===== config.mk =====
export PLATFORM = sky130hd
export DESIGN_NAME = min_max_nibble_quantizer
export DESIGN_NICKNAME = d
export VERILOG_FILES = /design/src/sv/mmnq_pkg.sv /design/src/sv/min_max_nibble_quantizer.sv /design/src/sv/mmnq_store.sv /design/src/sv/mmnq_div.sv
export SDC_FILE = /design/constraint.sdc
export NUM_CORES = 2
export LEC_CHECK = 0
export ABC_CLOCK_PERIOD_IN_PS = 6800
export BUFFER_PORTS_ARGS = -buffer_cell sky130_fd_sc_hd__buf_2
export CAP_MARGIN = 20
export CORE_MARGIN = 4
export CORE_UTILIZATION = 45
export DETAILED_ROUTE_END_ITERATION = 16
export GPL_ROUTABILITY_DRIVEN = 0
export SYNTH_ARGS = -nofsm -noshare
export SYNTH_HDL_FRONTEND = slang
export SYNTH_SLANG_ARGS = --single-unit

===== constraint.sdc =====
create_clock -name clk -period 6.8 [get_ports clk]
set_input_delay 0.34 -clock clk [delete_from_list [all_inputs] [get_ports clk]]
set_output_delay 0.34 -clock clk [all_outputs]
set_load 0.03 [all_outputs]

===== src/sv/mmnq_pkg.sv =====
`timescale 1ns / 1ps

package mmnq_pkg;

	// sample and index widths
	localparam int SampleW = 16;
	localparam int LevelW = 4;
	// width of the numerator of the level divide: (levels - 1) * offset
	localparam int DivW = SampleW + LevelW;
	// index given to every element of a flat set
	localparam logic [LevelW-1:0] FlatLevel = 4'd7;

	// one input transfer
	typedef struct packed {
		logic signed [SampleW-1:0] sample;
		logic                      is_final;
	} feed_t;

	// one output transfer
	typedef struct packed {
		logic [2*LevelW-1:0]       packed_pair;
		logic signed [SampleW-1:0] range_min;
		logic signed [SampleW-1:0] range_max;
		logic                      end_of_run;
	} pack_t;

	// level divider request and response
	typedef struct packed {
		logic                start;
		logic [DivW-1:0]     dividend;
		logic [SampleW-1:0]  divisor;
	} div_req_t;

	typedef struct packed {
		logic              done;
		logic [LevelW-1:0] level;
	} div_rsp_t;

endpackage


===== src/sv/min_max_nibble_quantizer.sv =====
`timescale 1ns / 1ps

// Min/max 4-bit quantizer.
// The feed channel takes one signed 16-bit sample per transfer; is_final closes
// the set. Samples load at one per cycle into an internal sample memory while
// the running minimum and maximum are tracked. Samples beyond MAX_ELEMENTS are
// dropped, but a final mark on one still closes the set.
// After the final transfer, feed_stall stays high while the set is drained:
// each stored sample is read back through the registered memory port and its
// level floor(15*(v-min)/(max-min)) comes from a divider retiring two quotient
// bits per cycle; a flat set skips the divide steps and gets level 7, and each
// packed byte takes its own emit step. The pack channel carries one byte per
// element pair, low nibble first, with min and max on every byte and
// end_of_run on the last byte. The output register holds the byte while
// pack_stall is high; the drain waits only when the next byte is ready and the
// register is still full. Loading of the next set starts in the cycle after
// the last byte enters the output register.
// Reset clears the count, min and max and the handshake state; the sample
// memory is not cleared and needs no clearing pass.
module min_max_nibble_quantizer
	import mmnq_pkg::*;
#(
	parameter int MAX_ELEMENTS = 128
) (
	input  logic  clk,
	input  logic  arst_n,
	input  logic  feed_valid,
	output logic  feed_stall,
	input  feed_t feed,
	output logic  pack_valid,
	input  logic  pack_stall,
	output pack_t pack
);

	localparam int AW = $clog2(MAX_ELEMENTS);
	localparam int CW = $clog2(MAX_ELEMENTS + 1);

	typedef enum logic [2:0] {
		S_LOAD,
		S_READ,
		S_START,
		S_DIV,
		S_EMIT
	} state_t;

	state_t                    state_q;
	logic [CW-1:0]             count_q;
	logic [CW-1:0]             idx_q;
	logic signed [SampleW-1:0] min_q;
	logic signed [SampleW-1:0] max_q;
	logic [LevelW-1:0]         lo_nib_q;
	logic [LevelW-1:0]         hi_nib_q;
	pack_t                     out_q;
	logic                      out_valid_q;

	logic               feed_fire;
	logic               room;
	logic               last_elem;
	logic               out_free;
	logic [SampleW-1:0] rd_data;
	logic [SampleW-1:0] span;
	logic [SampleW-1:0] off;
	div_req_t           div_req;
	div_rsp_t           div_rsp;

	// handshake and bookkeeping
	assign feed_stall = (state_q != S_LOAD);
	assign feed_fire = feed_valid && !feed_stall;
	assign room = (count_q < CW'(MAX_ELEMENTS));
	assign last_elem = ((idx_q + CW'(1)) >= count_q);
	assign out_free = !out_valid_q || !pack_stall;

	// sample memory
	mmnq_store #(
		.DEPTH(MAX_ELEMENTS)
	) u_store (
		.clk    (clk),
		.wr_en  (feed_fire && room),
		.wr_addr(count_q[AW-1:0]),
		.wr_data(feed.sample),
		.rd_en  (state_q == S_READ),
		.rd_addr(idx_q[AW-1:0]),
		.rd_data(rd_data)
	);

	// level divide request: 15 * (v - min) over (max - min)
	always_comb begin
		span = SampleW'(max_q - min_q);
		off = SampleW'(rd_data - min_q);
		div_req.start = (state_q == S_START);
		div_req.dividend = {off, {LevelW{1'b0}}} - DivW'(off);
		div_req.divisor = span;
	end

	mmnq_div u_div (
		.clk   (clk),
		.arst_n(arst_n),
		.req   (div_req),
		.rsp   (div_rsp)
	);

	// load and drain sequencer with output register
	always_ff @(posedge clk or negedge arst_n) begin
		if (!arst_n) begin
			state_q <= S_LOAD;
			count_q <= '0;
			idx_q <= '0;
			min_q <= '0;
			max_q <= '0;
			lo_nib_q <= '0;
			hi_nib_q <= '0;
			out_q <= '0;
			out_valid_q <= 1'b0;
		end else begin
			// output register fills on a byte, empties on a transfer
			if (state_q == S_EMIT && out_free) begin
				out_valid_q <= 1'b1;
			end else if (!pack_stall) begin
				out_valid_q <= 1'b0;
			end
			case (state_q)
				S_LOAD: begin
					if (feed_fire) begin
						if (room) begin
							count_q <= count_q + CW'(1);
							if (count_q == '0) begin
								min_q <= feed.sample;
								max_q <= feed.sample;
							end else begin
								if ($signed(feed.sample) < min_q) begin
									min_q <= feed.sample;
								end
								if ($signed(feed.sample) > max_q) begin
									max_q <= feed.sample;
								end
							end
						end
						if (feed.is_final) begin
							idx_q <= '0;
							state_q <= S_READ;
						end
					end
				end
				S_READ: begin
					state_q <= S_START;
				end
				S_START: begin
					state_q <= S_DIV;
				end
				S_DIV: begin
					if (div_rsp.done) begin
						if (!idx_q[0]) begin
							lo_nib_q <= div_rsp.level;
							hi_nib_q <= '0;
							if (last_elem) begin
								state_q <= S_EMIT;
							end else begin
								idx_q <= idx_q + CW'(1);
								state_q <= S_READ;
							end
						end else begin
							hi_nib_q <= div_rsp.level;
							state_q <= S_EMIT;
						end
					end
				end
				S_EMIT: begin
					if (out_free) begin
						out_q.packed_pair <= {hi_nib_q, lo_nib_q};
						out_q.range_min <= min_q;
						out_q.range_max <= max_q;
						out_q.end_of_run <= last_elem;
						if (last_elem) begin
							count_q <= '0;
							min_q <= '0;
							max_q <= '0;
							state_q <= S_LOAD;
						end else begin
							idx_q <= idx_q + CW'(1);
							state_q <= S_READ;
						end
					end
				end
				default: begin
					state_q <= S_LOAD;
				end
			endcase
		end
	end

	assign pack_valid = out_valid_q;
	assign pack = out_q;

	// fill count never passes the memory depth
	assert property (@(posedge clk) disable iff (!arst_n)
		count_q <= CW'(MAX_ELEMENTS))
		else $error("sample count beyond memory depth");

	// a final transfer starts the drain
	assert property (@(posedge clk) disable iff (!arst_n)
		feed_fire && feed.is_final |=> feed_stall && state_q == S_READ)
		else $error("final transfer did not start drain");

	// divider results arrive only while the sequencer waits for them
	assert property (@(posedge clk) disable iff (!arst_n)
		div_rsp.done |-> state_q == S_DIV)
		else $error("divider result outside wait state");

	// the last byte of a set returns to loading with a cleared count
	assert property (@(posedge clk) disable iff (!arst_n)
		state_q == S_EMIT && out_free && last_elem
		|=> state_q == S_LOAD && count_q == '0 && pack_valid && pack.end_of_run)
		else $error("end of set not handled");

endmodule


===== src/sv/mmnq_store.sv =====
`timescale 1ns / 1ps

module mmnq_store
	import mmnq_pkg::*;
#(
	parameter int DEPTH = 128,
	localparam int AW = $clog2(DEPTH)
) (
	input  logic               clk,
	input  logic               wr_en,
	input  logic [AW-1:0]      wr_addr,
	input  logic [SampleW-1:0] wr_data,
	input  logic               rd_en,
	input  logic [AW-1:0]      rd_addr,
	output logic [SampleW-1:0] rd_data
);

	logic [SampleW-1:0] mem [DEPTH];

	// one write port, one registered read port
	always_ff @(posedge clk) begin
		if (wr_en) begin
			mem[wr_addr] <= wr_data;
		end
		if (rd_en) begin
			rd_data <= mem[rd_addr];
		end
	end

endmodule


===== src/sv/mmnq_div.sv =====
`timescale 1ns / 1ps

module mmnq_div
	import mmnq_pkg::*;
(
	input  logic     clk,
	input  logic     arst_n,
	input  div_req_t req,
	output div_rsp_t rsp
);

	logic               busy_q;
	logic               step_q;
	logic               done_q;
	logic [DivW-1:0]    rem_q;
	logic [SampleW-1:0] den_q;
	logic [LevelW-1:0]  quo_q;

	logic [DivW-1:0] d_hi;
	logic [DivW-1:0] d_lo;
	logic [DivW-1:0] rem_a;
	logic [DivW-1:0] rem_b;
	logic            bit_hi;
	logic            bit_lo;

	// two restoring steps per cycle: quotient bits 3,2 then 1,0
	always_comb begin
		d_hi = step_q ? (DivW'(den_q) << 1) : (DivW'(den_q) << 3);
		d_lo = step_q ? DivW'(den_q) : (DivW'(den_q) << 2);
		bit_hi = (rem_q >= d_hi);
		rem_a = bit_hi ? (rem_q - d_hi) : rem_q;
		bit_lo = (rem_a >= d_lo);
		rem_b = bit_lo ? (rem_a - d_lo) : rem_a;
	end

	// control
	always_ff @(posedge clk or negedge arst_n) begin
		if (!arst_n) begin
			busy_q <= 1'b0;
			step_q <= 1'b0;
			done_q <= 1'b0;
		end else begin
			// flat request finishes at once, others after the second step
			done_q <= req.start ? (req.divisor == '0) : (busy_q && step_q);
			if (req.start) begin
				step_q <= 1'b0;
				busy_q <= (req.divisor != '0);
			end else if (busy_q) begin
				step_q <= ~step_q;
				if (step_q) begin
					busy_q <= 1'b0;
				end
			end
		end
	end

	// remainder and quotient
	always_ff @(posedge clk) begin
		if (req.start) begin
			rem_q <= req.dividend;
			den_q <= req.divisor;
			quo_q <= (req.divisor == '0) ? FlatLevel : '0;
		end else if (busy_q) begin
			rem_q <= rem_b;
			quo_q <= {quo_q[1:0], bit_hi, bit_lo};
		end
	end

	assign rsp.done = done_q;
	assign rsp.level = quo_q;

endmodule

* Word level (Yosys, flattened, before mapping)
Memory sizes are Yosys's and may differ from the RTL's. A register that Yosys moved wholly into a read port is not among the register bits.
Cells that the tools add are included.
** Word-level totals
- Memories kept :: 1
- Input port bits :: 21
- Output and inout port bits :: 43
- Register bits :: 144
- Logic and storage cells :: 129
- Memory bits (read-only) :: 0
- Bits in latches :: 0
- Bits in writable memories :: 2048
** Cells by class
- Div/mod/pow operators :: 0
- $lt $le $gt $ge :: 6
- Bitwise gates (word level) :: 2
- Shift operators :: 0
- Reduce and logical (&&, ||, !) cells :: 25
- Muxes and demuxes :: 53
- $mul :: 0
- $add $sub $neg :: 7
- Eq/ne operators :: 16
** Memories
- u_store.mem :: words 128, width 16, rd ports 1, clocked after Yosys merged registers in 1, wr ports 1, line mmnq_store.sv:18 : logic [SampleW-1:0] mem [DEPTH];
** Operators by type and width (count)
- 16-bit 2-to-1 mux :: 10
- 8-bit 2-to-1 mux :: 11
- 20-bit 2-to-1 mux :: 4
- 16-bit case mux with 2 select lines :: 2
- 20-bit >= comparator :: 2
- 20-bit subtractor :: 2
- 16-bit subtractor :: 2
- 8-bit case mux with 3 select lines :: 1
- 3-bit 2-to-1 mux :: 7
- 20-bit by 16-bit subtractor with 20-bit output :: 1
- 19-bit 2-to-1 mux :: 1
- 18-bit 2-to-1 mux :: 1
- 6-bit AND reduction :: 3
- 8-bit by 1-bit adder with 8-bit output, second input constant :: 2
- 16-bit > comparator :: 1
- 16-bit zero test :: 1
- 16-bit < comparator :: 1
- 2-bit inequality test, second input constant :: 8
- 8-bit case mux with 2 select lines :: 1
- 16-bit nonzero test :: 1
- 3-bit case mux with 5 select lines :: 1
- 4-bit 2-to-1 mux :: 3
- 1-bit 2-to-1 mux :: 11
- 8-bit >= comparator :: 1
- 19 further kinds :: 31

* Depth between registers and ports, before layout
- Depth in word-level cells :: 7
- Depth in mapped cells :: 24
- Depth with buffers taken out :: 21

* Modules after synthesis
Synthesis repeated with hierarchy kept, for this count alone.
** Second synthesis, totals
- Cell total of the unflattened synthesis :: 4347
- Area, all modules :: 90242.8 µm²
** By module, submodules not included
- mmnq_store :: instances 1, area each 78683.0 µm², seq. area each 61979.4 µm², cells an instance 3086
- min_max_nibble_quantizer :: instances 1, area each 7322.0 µm², seq. area each 2527.4 µm², cells an instance 792
- mmnq_div :: instances 1, area each 4237.8 µm², seq. area each 1276.2 µm², cells an instance 469

* Least setup slack after synthesis
Ideal clock, no wire load.
- Path kind :: reg2reg
- From :: register u_div.step_q
- To :: register u_div.rem_q[14] (data pin)
- Data required time :: 6538 ps
- Cell stages (with the launch flop) :: 25
- Buffers on the path :: 5
- Clock period less this slack :: 5577 ps
- Arrival time :: 5315 ps
- Library setup time :: 262 ps
- Path slack :: 1223 ps
- Path through :: dfrtp_1 -> clkbuf_1 -> buf_1 -> mux2i_1 -> ha_1 -> a21oi_1 -> o221a_2 -> a21oi_1 -> a2111oi_1 -> and2_2 -> buf_2 -> buf_2 -> nand2_1 -> nand2_1 -> ha_1 -> nor2b_1 -> o31ai_1 -> a21oi_1 -> o41ai_1 -> nand2_1 -> o221ai_1 -> nand4_4 -> buf_8 -> a21boi_1 -> a2bb2oi_1
** Between the ends
- Cells in the longest elaborated chain, start to end :: 7
- Elaborated cells between the ends (all ways) :: 10
- Classes of those cells :: add/sub: 2; order compare: 2; mux: 6
** Ends and longest elaborated chain
- start: declaration :: line mmnq_div.sv:13 : logic step_q;
- start signal: assignment :: line mmnq_div.sv:49 : step_q <= ~step_q;
- 19-bit 2-to-1 mux :: line mmnq_div.sv:28 : d_hi = step_q ? (DivW'(den_q) << 1) : (DivW'(den_q) << 3);
- 20-bit subtractor or 20-bit >= comparator (tied branches) :: line mmnq_div.sv:31, mmnq_div.sv:30
- 20-bit 2-to-1 mux :: line mmnq_div.sv:31 : rem_a = bit_hi ? (rem_q - d_hi) : rem_q;
- 20-bit subtractor or 20-bit >= comparator (tied branches) :: line mmnq_div.sv:33, mmnq_div.sv:32
- 20-bit 2-to-1 mux * :: line mmnq_div.sv:33 : rem_b = bit_lo ? (rem_a - d_lo) : rem_a;
- 20-bit 2-to-1 mux * :: line mmnq_div.sv:63 : end else if (busy_q) begin
- 20-bit 2-to-1 mux * :: line mmnq_div.sv:59 : if (req.start) begin
- end signal: assignment :: line mmnq_div.sv:60 : rem_q <= req.dividend;
- end signal: assignment :: line mmnq_div.sv:64 : rem_q <= rem_b;
- end: declaration :: line mmnq_div.sv:15 : logic [DivW-1:0] rem_q;
Every way passes the cells marked *; elsewhere a longest branch is shown, timed or not. The select of a mux whose other input is x is not followed.
A chain may end at the register's enable or synchronous reset.

* Worst setup path after layout
- From :: register u_div.step_q
- To :: register u_div.rem_q[1] (data pin)
Same word-level chain as after synthesis.

==> impl_metrics.xml <==
<?xml version="1.0" encoding="UTF-8"?>
<metrics>
  <group name="sta">
    <metric name="period_share" unit="">0.938</metric>
    <metric name="hold_vio_cnt_final" unit="">0</metric>
    <metric name="timing.fmax" unit="MHz">157</metric>
    <metric name="rsz_0062_raised_after_global_routing" unit="">no</metric>
    <metric name="post_layout_worst_setup_margin" unit="ns">0.419</metric>
    <metric name="max_slew.worst_pin.slew" unit="ns">1.16</metric>
    <metric name="timing.clock.skew" unit="ns">0.0491</metric>
    <metric name="relative_max_transition_margin" unit="">0.230</metric>
    <metric name="setup_tns" unit="ns">0</metric>
    <metric name="setup_viol" unit="">0</metric>
    <metric name="finalCriticalPeriod" unit="ns">6.38</metric>
    <metric name="final-max-slew-violation-count" unit="">0</metric>
  </group>
  <group name="global_routing">
    <metric name="global_route_wire_length_before_repair" unit="mm">325</metric>
    <metric name="largest_net_degree_at_the_start_of_global_routing" unit="">127</metric>
    <metric name="grt_antenna_before_repair" unit="">11</metric>
    <metric name="grt_util_all_layers" unit="">0.215</metric>
    <metric name="grt_pass1_vias" unit="">44600</metric>
    <metric name="globalRouteOverflowTotal" unit="">0</metric>
  </group>
  <group name="synthesis">
    <metric name="netlist_top_cells_area" unit="">sky130_fd_sc_hd__edfxtp_1 (70%), sky130_fd_sc_hd__mux4_2 (17%), sky130_fd_sc_hd__dfrtp_1 (2.9%)</metric>
    <metric name="post-synth-top-area-cell" unit="">sky130_fd_sc_hd__edfxtp_1</metric>
    <metric name="synth_top_family_by_area" unit="">multiplexers</metric>
    <metric name="ys.flop_type" unit="">sky130_fd_sc_hd__edfxtp_1</metric>
    <metric name="synth-seq-area-share" unit="">0.729</metric>
    <metric name="net_count_after_synthesis" unit="">4482</metric>
    <metric name="postSynthRegisterBits" unit="">2208</metric>
    <metric name="fraction_of_synthesized_cell_area_in_xor_and_xnor_cells" unit="">0.00719</metric>
    <metric name="synth-edff-count" unit="">2104</metric>
    <metric name="ys_types" unit="">97</metric>
    <metric name="multiplexer_share_of_the_synthesized_area" unit="">0.180</metric>
    <metric name="synth_compound_gate_area_share" unit="">0.0246</metric>
    <metric name="synth.most_common_cell" unit="">sky130_fd_sc_hd__edfxtp_1</metric>
    <metric name="post_synth_adder_cell_area" unit="">0.0177</metric>
    <metric name="synth_cells" unit="">4336</metric>
    <metric name="ys_warn_count" unit="">0</metric>
    <metric name="synth_commonest_cells" unit="">sky130_fd_sc_hd__edfxtp_1 (2104), sky130_fd_sc_hd__mux4_2 (672), sky130_fd_sc_hd__nor2_1 (228)</metric>
    <metric name="postSynth.asyncResetShare" unit="">0.0471</metric>
    <metric name="synth_area_per_cell" unit="um2">20.8</metric>
    <metric name="area_share_of_and_or_nand_nor_cells_after_synthesis" unit="">0.0275</metric>
    <metric name="yosysTopAreaCellShare" unit="">0.700</metric>
    <metric name="syn_area" unit="um2">90200</metric>
  </group>
  <group name="clocking">
    <metric name="cts_htree_levels" unit="">4</metric>
    <metric name="clock_insertion_delay_worst_skew" unit="ns">0.86</metric>
    <metric name="clock_tree_from_tritoncts" unit="">done</metric>
    <metric name="cts.sinks" unit="">2208</metric>
    <metric name="clockBufferDepth" unit="">3</metric>
    <metric name="clock_root_buffer" unit="">sky130_fd_sc_hd__clkbuf_16</metric>
    <metric name="numCtsBuffers" unit="">221</metric>
    <metric name="clk_transition_reported_paths" unit="ns">0.06</metric>
  </group>
  <group name="layout">
    <metric name="final_util" unit="">0.512</metric>
    <metric name="final_nets" unit="">4792</metric>
    <metric name="count_of_placed_standard_cells_in_the_final_layout_fillers_left_out" unit="">7495</metric>
    <metric name="fillers" unit="">15800</metric>
    <metric name="area_delta_synth_final" unit="%">13.3</metric>
    <metric name="post_route_cells_drive_above_1_share" unit="">0.282</metric>
  </group>
  <group name="drt">
    <metric name="drt.antenna.violating_nets" unit="">0</metric>
    <metric name="wl_per_cell" unit="um">29.9</metric>
    <metric name="detailedRoute.firstIterationViolations" unit="">4717</metric>
    <metric name="detail_route.first_pass.iterations" unit="">5</metric>
    <metric name="via_count" unit="">44200</metric>
    <metric name="wl" unit="mm">224</metric>
    <metric name="drt_drc_violations_left" unit="">0</metric>
    <metric name="vias_per_cell" unit="">5.90</metric>
  </group>
  <group name="power_and_ir_drop">
    <metric name="vdd_ir_drop_max" unit="mV">0.386</metric>
    <metric name="p_int" unit="mW">30.0</metric>
    <metric name="clkPwrFrac" unit="">0.268</metric>
    <metric name="power.switching" unit="mW">15.2</metric>
    <metric name="cellPowerDensity" unit="nW/um2">443</metric>
    <metric name="static-leakage-power" unit="nW">33.4</metric>
    <metric name="p_total" unit="mW">45.2</metric>
    <metric name="comb_power_share" unit="">0.376</metric>
    <metric name="power.sequential.fraction" unit="">0.356</metric>
    <metric name="power_switching_share" unit="">0.337</metric>
  </group>
  <group name="setup_path">
    <metric name="sum_of_buffers_and_inverters_on_the_critical_path" unit="">0</metric>
    <metric name="worstPathRequired" unit="ns">7.47</metric>
    <metric name="worstPathCellList" unit="">mux2i_1 &gt; ha_1 &gt; a211oi_2 &gt; o221a_2 &gt; a21oi_1 &gt; a2111oi_1 &gt; and2_2 &gt; nand2_1 &gt; nand2_1 &gt; ha_1 &gt; nor2b_1 &gt; o31ai_1 &gt; a21oi_1 &gt; o41ai_1 &gt; nand2_1 &gt; o221ai_2 &gt; nand4_4 &gt; mux2_2 &gt; a21oi_1</metric>
    <metric name="cp_max_fanout" unit="">15</metric>
    <metric name="slowest_delay" unit="ns">0.64</metric>
    <metric name="critPathTopFamily" unit="">compound AO/OA/AOI/OAI gates</metric>
    <metric name="timing.critical_path.from" unit="">u_div.step_q</metric>
    <metric name="critical_path.reg2reg.startpoint" unit="">u_div.step_q</metric>
    <metric name="criticalPathCategory" unit="">reg2reg</metric>
    <metric name="end_kind" unit="">flip-flop</metric>
    <metric name="regToRegSetupSlack" unit="ns">0.42</metric>
    <metric name="cp.arrival" unit="ns">7.06</metric>
    <metric name="timing.critical_path.from_type" unit="">flip-flop</metric>
    <metric name="cp_slowest_cell" unit="">sky130_fd_sc_hd__dfrtp_1</metric>
  </group>
  <group name="min_path">
    <metric name="classification_of_the_worst_slack_hold_path" unit="">in2reg</metric>
    <metric name="hold_path_startpoint" unit="">feed[7]</metric>
  </group>
  <group name="floorplan">
    <metric name="die_area" unit="um2">208000</metric>
    <metric name="chipHeight" unit="um">456</metric>
    <metric name="start_util" unit="">0.452</metric>
    <metric name="core_area" unit="um2">199000</metric>
    <metric name="ioPinCount" unit="">64</metric>
    <metric name="die-width" unit="um">456</metric>
    <metric name="total_number_of_placement_rows" unit="">164</metric>
  </group>
  <group name="place">
    <metric name="dpl_worst_slack" unit="ns">0.365</metric>
    <metric name="io_buffer_count" unit="">63</metric>
    <metric name="placedCellCount" unit="">7060</metric>
    <metric name="dp_hpwl" unit="mm">136</metric>
  </group>
  <group name="flow_run">
    <metric name="cap_viol_max_count" unit="">0</metric>
  </group>
  <group name="run_status">
    <metric name="outcome" unit="">finished, final reports clean</metric>
  </group>
</metrics>
[state kept, by name (all words and copies together) (netlist names), 8 cells and up]
register and flops:
min_q 16, u_store.mem 2048, count_q 8, u_div.rem_q 20
u_store.rd_data 16, pack 41, max_q 16, u_div.den_q 16
idx_q 8
[power groups by stage]
stage,Clock [mW],Sequential [mW],Combinational (mW)
after CTS,12.4,16.1,17.0
after floorplan,0,16.2,12.4
after global routing,13.0,16.2,18.4
after global placement,0,16.4,16.8
after detailed placement,0,16.4,16.9
final,12.1,16.1,17.0
[layer usage]
metal / vias to the layer above / global-route usage / routed length [um]
li1: 18700 / - / -
met1: 23900 / 0.319 / 98200
met2: 1421 / 0.338 / 107000
met3: 257 / 0.0335 / 13800
met4: 2 / 0.0528 / 4840
met5: - / 0 / 13
[metrics by stage]
step / cell area, um2 / hold WS [ns]
after floorplan: 90200 / 0.0444
after global placement: 94700 / 0.410
after detailed placement: 94700 / 0.415
after CTS: 102000 / 0.00562
after global routing: 102000 / 0.0373
final: 102000 / 0.0644
[final timing paths]
kind,end,depth (start not counted)
setup / recovery,u_div.rem_q[1],19
hold / removal,u_store.mem[26][6],1
setup reg to reg,u_div.rem_q[1],19
hold reg to reg,pack[5],2
max in group asynchronous,pack[19],3
min in group asynchronous,pack[25],2
[layout by cell type (no fill, tap or decap), drive strengths merged, types with 15 or more instances in the layout]
cell	synthesis	final
dfrtp	104	104
buf	82	265
nor3	25	25
and2	26	26
xor2	26	26
mux4	672	672
nand2b	17	17
edfxtp	2104	2104
nand4	19	20
clkbuf	114	276
a21o	41	41
o21a	15	15
clkinv	1	106
ha	121	121
mux2	63	63
nor2	228	228
mux2i	35	35
nand3	34	34
xnor2	48	48
a21oi	77	77
o21ai	90	90
dlygate4sd3	0	17
inv	91	97
nand2	128	128
bufinv	0	23
[cells by family (layout without fill, tap and decap cells)]
| kind of cell | count (synthesis) | after routing |
|---|---|---|
| DFF | 2208 | 2208 |
| muxes | 770 | 770 |
| and+or+nand+nor | 539 | 540 |
| AOI/OAI and AO/OA | 332 | 332 |
| buffers and inverters | 288 | 786 |
| adders and majority gates | 125 | 125 |
| xor gates and xnor gates | 74 | 74 |
| other | 0 | 4 |
[timing repair]
item	CTS	global route
resized for setup	0	2
setup endpoints to repair	0	14
buffers inserted	0	0
hold buffers	17	0
endpoints found under the hold margin	246	0
[final cells by class]
class | count | area (um2) | area share
timing repair buffer | 282 | 2180 | 0.0213
clock inverter | 136 | 1490 | 0.0146
clock buffer | 276 | 5780 | 0.0566
multi-input combinational | 1841 | 23300 | 0.228
antenna | 4 | 10.0 | 0.0000980
tap | 2656 | 3320 | 0.0325
sequential | 2208 | 65800 | 0.644
inverter | 92 | 345 | 0.00338
Power figures use the tool's default switching activity.
